===== config.mk =====
export PLATFORM = sky130hd
export DESIGN_NAME = tcw_cursor
export DESIGN_NICKNAME = d
export VERILOG_FILES = /design/src/tcw_pkg.sv /design/src/tcw_cursor.sv
export SDC_FILE = /design/constraint.sdc
export NUM_CORES = 1
export LEC_CHECK = 0
export ABC_AREA = 1
export BUFFER_PORTS_ARGS = -buffer_cell sky130_fd_sc_hd__buf_2
export CAP_MARGIN = 0
export CORE_ASPECT_RATIO = 1.25
export CORE_MARGIN = 1
export CORE_UTILIZATION = 55
export DETAILED_ROUTE_END_ITERATION = 6
export PLACE_DENSITY_LB_ADDON = 0.3
export SLEW_MARGIN = 20
export SYNTH_ARGS = -nofsm -noshare
export SYNTH_HDL_FRONTEND = slang
export SYNTH_SLANG_ARGS = --single-unit

===== constraint.sdc =====
create_clock -name vclk -period 3.98
set_input_delay 0.597 -clock vclk [all_inputs]
set_output_delay 0.597 -clock vclk [all_outputs]
set_load 0.01 [all_outputs]

===== src/tcw_pkg.sv =====
// ----------------------------------------------------------------------------
// tcw_pkg
// Shared types and constants of the text console character writer: item
// structs, request and character codes, status codes and reset colors.
// ----------------------------------------------------------------------------
package tcw_pkg;

  // default geometry
  localparam int DEF_SCREEN_WIDTH  = 80;
  localparam int DEF_SCREEN_HEIGHT = 25;
  localparam int DEF_TAB_STEP      = 4;

  // request types
  localparam logic [1:0] REQ_CHAR  = 2'd0;
  localparam logic [1:0] REQ_READ  = 2'd1;
  localparam logic [1:0] REQ_CLEAR = 2'd2;

  // character codes with an effect on the cursor
  localparam logic [7:0] CH_BACKSPACE = 8'd8;
  localparam logic [7:0] CH_TAB       = 8'd9;
  localparam logic [7:0] CH_NEWLINE   = 8'd10;
  localparam logic [7:0] CH_RETURN    = 8'd13;
  localparam logic [7:0] CH_SPACE     = 8'd32;

  // status codes
  localparam logic [7:0] STAT_PASS  = 8'd1;
  localparam logic [7:0] STAT_FAIL  = 8'd2;
  localparam logic [7:0] STAT_TRACE = 8'd3;

  // configuration register indexes
  localparam logic [1:0] REG_NORMAL_COLOUR = 2'd0;
  localparam logic [1:0] REG_PASS_COLOUR   = 2'd1;
  localparam logic [1:0] REG_FAIL_COLOUR   = 2'd2;
  localparam logic [1:0] REG_TRACE_COLOUR  = 2'd3;

  // reset colors
  localparam logic [7:0] RST_NORMAL_COLOUR = 8'd7;
  localparam logic [7:0] RST_PASS_COLOUR   = 8'd10;
  localparam logic [7:0] RST_FAIL_COLOUR   = 8'd12;
  localparam logic [7:0] RST_TRACE_COLOUR  = 8'd14;

  localparam logic [15:0] BLANK_RESET = {RST_NORMAL_COLOUR, CH_SPACE};

  typedef struct packed {
    logic [1:0] req_type;
    logic [7:0] char_code;
    logic [7:0] status;
    logic [4:0] read_row;
    logic [6:0] read_column;
  } req_item_t;

  typedef struct packed {
    logic [15:0] cell_entry;
    logic [4:0]  cursor_row;
    logic [6:0]  cursor_column;
    logic        scrolled;
  } rsp_item_t;

  typedef struct packed {
    logic do_write;
    logic scroll;
    logic clear;
  } cursor_ctl_t;

endpackage


===== src/tcw_cursor.sv =====
// ----------------------------------------------------------------------------
// tcw_cursor
// Cursor update for one request: next logical row and column, next physical
// row in the circular screen store, the cell to write and the scroll/clear
// flags.
// ----------------------------------------------------------------------------
module tcw_cursor #(
  parameter int SCREEN_WIDTH  = tcw_pkg::DEF_SCREEN_WIDTH,
  parameter int SCREEN_HEIGHT = tcw_pkg::DEF_SCREEN_HEIGHT,
  parameter int TAB_STEP      = tcw_pkg::DEF_TAB_STEP
) (
  input  logic [1:0]                         req_type,
  input  logic [7:0]                         char_code,
  input  logic [$clog2(SCREEN_HEIGHT)-1:0]   row,
  input  logic [$clog2(SCREEN_WIDTH+1)-1:0]  col,
  input  logic [$clog2(SCREEN_HEIGHT)-1:0]   phys,
  output logic [$clog2(SCREEN_HEIGHT)-1:0]   row_next,
  output logic [$clog2(SCREEN_WIDTH+1)-1:0]  col_next,
  output logic [$clog2(SCREEN_HEIGHT)-1:0]   phys_next,
  output logic [$clog2(SCREEN_HEIGHT)-1:0]   wr_phys,
  output logic [$clog2(SCREEN_WIDTH+1)-1:0]  wr_col,
  output tcw_pkg::cursor_ctl_t               ctl
);
  import tcw_pkg::*;

  localparam int ROW_W = $clog2(SCREEN_HEIGHT);
  localparam int COL_W = $clog2(SCREEN_WIDTH + 1);
  localparam logic [ROW_W-1:0] ROW_LAST = ROW_W'(SCREEN_HEIGHT - 1);
  localparam logic [COL_W-1:0] COL_END  = COL_W'(SCREEN_WIDTH);
  localparam logic [COL_W:0]   TAB_ADD  = (COL_W+1)'(TAB_STEP);
  localparam logic [COL_W:0]   TAB_MAX  = (COL_W+1)'(SCREEN_WIDTH);

  logic [ROW_W-1:0] phys_inc;
  logic [ROW_W-1:0] row_adv;
  logic [COL_W:0]   tab_sum;
  logic             pre_wrap;
  logic [ROW_W-1:0] r1;
  logic [ROW_W-1:0] p1;
  logic [ROW_W-1:0] p1_inc;
  logic [COL_W-1:0] c1;
  logic [COL_W-1:0] c2;

  always_comb begin
    phys_inc = (phys == ROW_LAST) ? '0 : phys + 1'b1;
    row_adv  = (row == ROW_LAST) ? row : row + 1'b1;
    tab_sum  = {1'b0, col} + TAB_ADD;
    pre_wrap = (col >= COL_END);
    r1       = pre_wrap ? row_adv : row;
    p1       = pre_wrap ? phys_inc : phys;
    c1       = pre_wrap ? '0 : col;
    p1_inc   = (p1 == ROW_LAST) ? '0 : p1 + 1'b1;
    c2       = c1 + 1'b1;
  end

  always_comb begin
    row_next  = row;
    col_next  = col;
    phys_next = phys;
    wr_phys   = p1;
    wr_col    = c1;
    ctl       = '0;
    case (req_type)
      REQ_CHAR: begin
        case (char_code)
          CH_NEWLINE: begin
            col_next   = '0;
            row_next   = row_adv;
            phys_next  = phys_inc;
            ctl.scroll = (row == ROW_LAST);
          end
          CH_RETURN: begin
            col_next = '0;
          end
          CH_BACKSPACE: begin
            if (col != '0) begin
              col_next = col - 1'b1;
            end
          end
          CH_TAB: begin
            col_next = (tab_sum > TAB_MAX) ? COL_END : tab_sum[COL_W-1:0];
          end
          default: begin
            ctl.do_write = 1'b1;
            // wrap pending from a tab: move to next line before the write
            ctl.scroll   = pre_wrap && (row == ROW_LAST);
            if (c2 >= COL_END) begin
              col_next   = '0;
              row_next   = (r1 == ROW_LAST) ? r1 : r1 + 1'b1;
              phys_next  = p1_inc;
              ctl.scroll = ctl.scroll || (r1 == ROW_LAST);
            end else begin
              col_next  = c2;
              row_next  = r1;
              phys_next = p1;
            end
          end
        endcase
      end
      REQ_CLEAR: begin
        row_next  = '0;
        col_next  = '0;
        phys_next = '0;
        ctl.clear = 1'b1;
      end
      default: begin
      end
    endcase
  end

endmodule


### Yosys cells after proc, flatten, opt, wreduce, memory -nomap -nowiden

Cells that the tools add are included.

* register bits after elaboration: 0
* input bits: 27

* add/sub/neg operators: 7
* order comparisons: 3
* equality and inequality tests: 9
* mux-type cells: 23
* reductions and logical operators: 7

Operators with widths (count)
* 5-bit 2-to-1 mux: 8
* 5-bit case mux with 2 select lines: 4
* 8-bit by 4-bit equality test with 1-bit output, second input constant: 4
* 7-bit 2-to-1 mux: 4
* 7-bit case mux with 3 select lines: 1
* 5-bit by 1-bit adder with 5-bit output, second input constant: 4
* 5-bit equality test, second input constant: 4
* 7-bit >= comparator, second input constant: 2
* 7-bit case mux with 2 select lines: 1
* 7-bit by 3-bit adder with 8-bit output, second input constant: 1
* 8-bit by 7-bit > comparator with 1-bit output, second input constant: 1
* 7-bit by 1-bit adder with 7-bit output, second input constant: 1
* 7-bit nonzero test: 1
* 7-bit by 1-bit subtractor with 7-bit output, second input constant: 1
* 4-bit OR reduction: 1
* 1-bit 2-to-1 mux: 3
* 3-bit OR reduction: 1
* 2-bit equality test, second input constant: 1
* 2-bit logical NOT: 1
* 2-bit 2-to-1 mux: 1
* 1-bit case mux with 2 select lines: 1
* 2-bit OR reduction: 1
* 1-bit logical AND: 1
* 1-bit logical OR: 1

### Logic depth before layout (Yosys ltp)

* depth after elaboration: 8
* gate-level depth with buffers: 20
* gate-level depth less buffers: 17

### Worst setup path before layout

OpenSTA, ideal clock, no wires.

* path kind: input -> output
* start point: input col[4]
* end point: output phys_next[4]
* arrival time: 2.544 ns
* slack: 0.839 ns
* stages on the path: 20
* buffers on the path: 3
* cells stage by stage: buf_4 -> nor2_2 -> nor2_4 -> buf_6 -> nor2_1 -> ha_1 -> nand2_1 -> inv_1 -> nand3_1 -> nand2_1 -> nand2_1 -> nand3_4 -> nand2_2 -> buf_6 -> nor2_4 -> nand2_1 -> nand2_1 -> nand2_1 -> nand2_1 -> nand2_1

* cells in the longest elaborated chain, start to end: 7
* elaborated cells between the ends (all ways): 11
* classes of those cells: add/sub (2); order compare (2); eq/ne (1); mux (6)

Ends and longest elaborated chain
* from (decl): RTL line tcw_cursor.sv:15 `input logic [$clog2(SCREEN_WIDTH+1)-1:0] col,`
* 7-bit >= comparator: RTL line tcw_cursor.sv:47 `pre_wrap = (col >= COL_END);`
* 7-bit 2-to-1 mux: RTL line tcw_cursor.sv:50 `c1 = pre_wrap ? '0 : col;`
* net wr_col[1]: RTL line tcw_cursor.sv:21 `output logic [$clog2(SCREEN_WIDTH+1)-1:0] wr_col,`
* 7-bit by 1-bit adder with 7-bit output: RTL line tcw_cursor.sv:52 `c2 = c1 + 1'b1;`
* 7-bit >= comparator: RTL line tcw_cursor.sv:86 `if (c2 >= COL_END) begin`
* 5-bit 2-to-1 mux: RTL line tcw_cursor.sv:86
* 5-bit case mux with 2 select lines: RTL line tcw_cursor.sv:64 `case (char_code)`
* 5-bit case mux with 2 select lines: RTL line tcw_cursor.sv:62 `case (req_type)`
* to (decl): RTL line tcw_cursor.sv:19 `output logic [$clog2(SCREEN_HEIGHT)-1:0] phys_next,`

The timed path passes the listed nets, and every way through them passes these cells.

==> flow_metrics.env <==
export IMPL_setup_slack_ns=0.625
export IMPL_cts_resized=0
export IMPL_drt_iter0_drc=110
export IMPL_period_minus_slack_ns=3.36
export IMPL_dieArea_sq_um=3670
export IMPL_boundaryPins=59
export IMPL_timing_fmax_ghz=0.298
export IMPL_coreArea_sq_um=3250
export IMPL_internal_power_mw=0.0821
export IMPL_syn_nets=403
export IMPL_syn_area_per_cell_sq_um=5.20
export IMPL_hold_class="input port to output pin"
export IMPL_syn_area_sq_um=1890
export IMPL_vias_per_cell=5.62
export IMPL_post_route_period_util_pct=84.3
export IMPL_critical_path_max_stage_delay_ns=0.24
export IMPL_setup_tns_ns=0
export IMPL_worstPathArrival_ns=2.76
export IMPL_dp_hpwl_um=4560
export IMPL_yosysUniqueCellTypes=38
export IMPL_grt_ovfl_total=0
export IMPL_seqCellArea_sq_um=0
export IMPL_hold_violations=0
export IMPL_antenna_found_initial=0
export IMPL_final_nets=456
export IMPL_grt_usage_pct=32.2
export IMPL_cp_max_fo=12
export IMPL_worstMarginPinSlew_ns=0.630
export IMPL_worstSetupPathType="input port to output pin"
export IMPL_cp_end_kind="output pin"
export IMPL_seqPwrFrac_pct=0
export IMPL_p_sw_mw=0.149
export IMPL_slew_violations=0
export IMPL_drtAntennaViolNets=0
export IMPL_yosysSeqAreaShare_pct=0
export IMPL_grt_pass1_vias=2121
export IMPL_rows=23
export IMPL_pwr_share_comb_pct=100.0
export IMPL_setup_violations=0
export IMPL_die_x_um=54.4
export IMPL_syn_to_final_growth_pct=15.6
export IMPL_worst_ir_drop_vdd_mv=0.0656
export IMPL_drive_gt1_share_pct=22.5
export IMPL_clkbuf_count=0
export IMPL_vias=2533
export IMPL_ys_warn_count=0
export IMPL_n_sequential_cell=0
export IMPL_leakagePower_nw=1.31
export IMPL_cts_setup_buffers=0
export IMPL_hold_buffers=0
export IMPL_status="complete, no violations"
export IMPL_rsz0062_at_grt="no"
export IMPL_critPathTopFamily="simple AND/OR/NAND/NOR gates"
export IMPL_diodes=0
export IMPL_grt_pass1_wl_um=9030
export IMPL_drv_cap=0
export IMPL_grt_max_degree=18
export IMPL_wl_um=5750
export IMPL_path_common_cell="nand2_1"
export IMPL_port_buffers=59
export IMPL_first_pass_iters=5
export IMPL_netlist_instances=363
export IMPL_path_cells="buf_2, nor2_2, nor2_4, nor2_1, ha_1, nand2_1, inv_1, nand3_1, nand2_1, nand2_1, nand3_4, nand2_2, inv_2, nand2_1, o21ai_0, nand2_1, o21ai_1, buf_2"
export IMPL_die_h_um=67.5
export IMPL_crit_required_ns=3.38
export IMPL_dpl_worst_slack_ns=0.669
export IMPL_slowest_stage="ha_1"
export IMPL_p_per_area_nw_per_um2=106
export IMPL_drc=0
export IMPL_cp_start_kind="input port"
export IMPL_start_util_pct=58.1
export IMPL_switching_share_pct=64.5
export IMPL_slew_headroom_pct=57.8
export IMPL_crit_buf_inv=4
export IMPL_clock_power_share_pct=0
export IMPL_place_congestion=0.953
export IMPL_wire_per_inst_um=12.8
[synth_stat cells (all sizes together)]
master / n / area [sq um]
nand3b: 3 / 22.5
inv: 52 / 195
a31oi: 2 / 12.5
buf: 9 / 68.8
a21oi: 10 / 53.8
xor2: 4 / 35.0
clkinv: 1 / 3.75
nand3: 44 / 255
nor2: 35 / 169
o21ai: 23 / 130
nor3: 3 / 15.0
nand2: 133 / 534
or2: 1 / 6.26
nand4: 12 / 93.8
o21bai: 2 / 26.3
o31ai: 1 / 7.51
a21boi: 1 / 7.51
xnor2: 1 / 8.76
o211ai: 4 / 30.0
clkbuf: 4 / 15.0
a22oi: 4 / 30.0
ha: 13 / 163
and2: 1 / 6.26
[cell type report]
type	instances	area [sq um]
multi-input combinational	297	1610
timing repair buffer	64	333
tap	37	46.3
inverter	53	199
fill	332	1070
[worst paths after layout]
kind / startpoint / endpoint / cells past startpoint
max: col[5] / ctl[1] / 18
min: req_type[1] / ctl[0] / 4
[cells by family (layout without fill, tap and decap cells)]
logic type               count (synthesis)  in the layout  synth area share, %
AO/OA/AOI/OAI                           47             47                 15.8
XOR/XNOR                                 5              5                 2.32
adder cells (fa/ha/maj)                 13             13                 8.61
buffers and inverters                   66            117                 15.0
AND/OR/NAND/NOR                        232            232                 58.3
[per-stage QoR]
stage / power, mW / instances / util [%] / cell area, sq um / hold WS (ns)
after floorplan: 0.158 / 363 / - / 1890 / 1.28
after global placement: 0.225 / 451 / 67.2 / 2180 / 1.50
after detailed placement: 0.228 / 451 / 67.2 / 2180 / 1.51
after CTS: 0.229 / 451 / 67.2 / 2180 / 1.51
after global routing: 0.259 / 451 / 67.2 / 2180 / 1.55
final: 0.231 / 451 / 67.2 / 2180 / 1.51
[cells in the final DEF (no fill, tap or decap), types with 2 or more instances in the layout]
cell type and count:
o21ai_0 16, o21ai_1 5, o211ai_1 4, nand2_1 125, nand3_1 40, inv_2 2
nand3b_1 3, nor2_1 28, nor3_1 3, nor2_2 3, a31oi_1 2, nand4_2 3
nand3_2 2, inv_1 50, a22oi_1 4, nand3_4 2, nand4_1 9, ha_1 13
nor2_4 4, nand2_4 3, xor2_1 4, a21oi_1 9, nand2_2 5, buf_4 5
buf_2 59
[per-layer routing]
layer	global-route usage [%]	routed length [um]	part of all wire, %	up-vias
met5	0	0	0	-
met1	37.4	2340	41	1136
li1	-	-	-	1274
met2	60.4	2920	51	114
met4	9.62	101	1.8	0
met3	1.80	386	6.7	9
[power groups by stage]
stage / Sequential (mW) / Combinational, mW / Clock (mW)
4_1_cts: 0 / 0.229 / 0
5_1_grt: 0 / 0.259 / 0
6_report: 0 / 0.231 / 0
2_1_floorplan: 0 / 0.158 / 0
3_5_place_dp: 0 / 0.228 / 0
3_3_place_gp: 0 / 0.225 / 0
(Power assumes the default switching activity.)
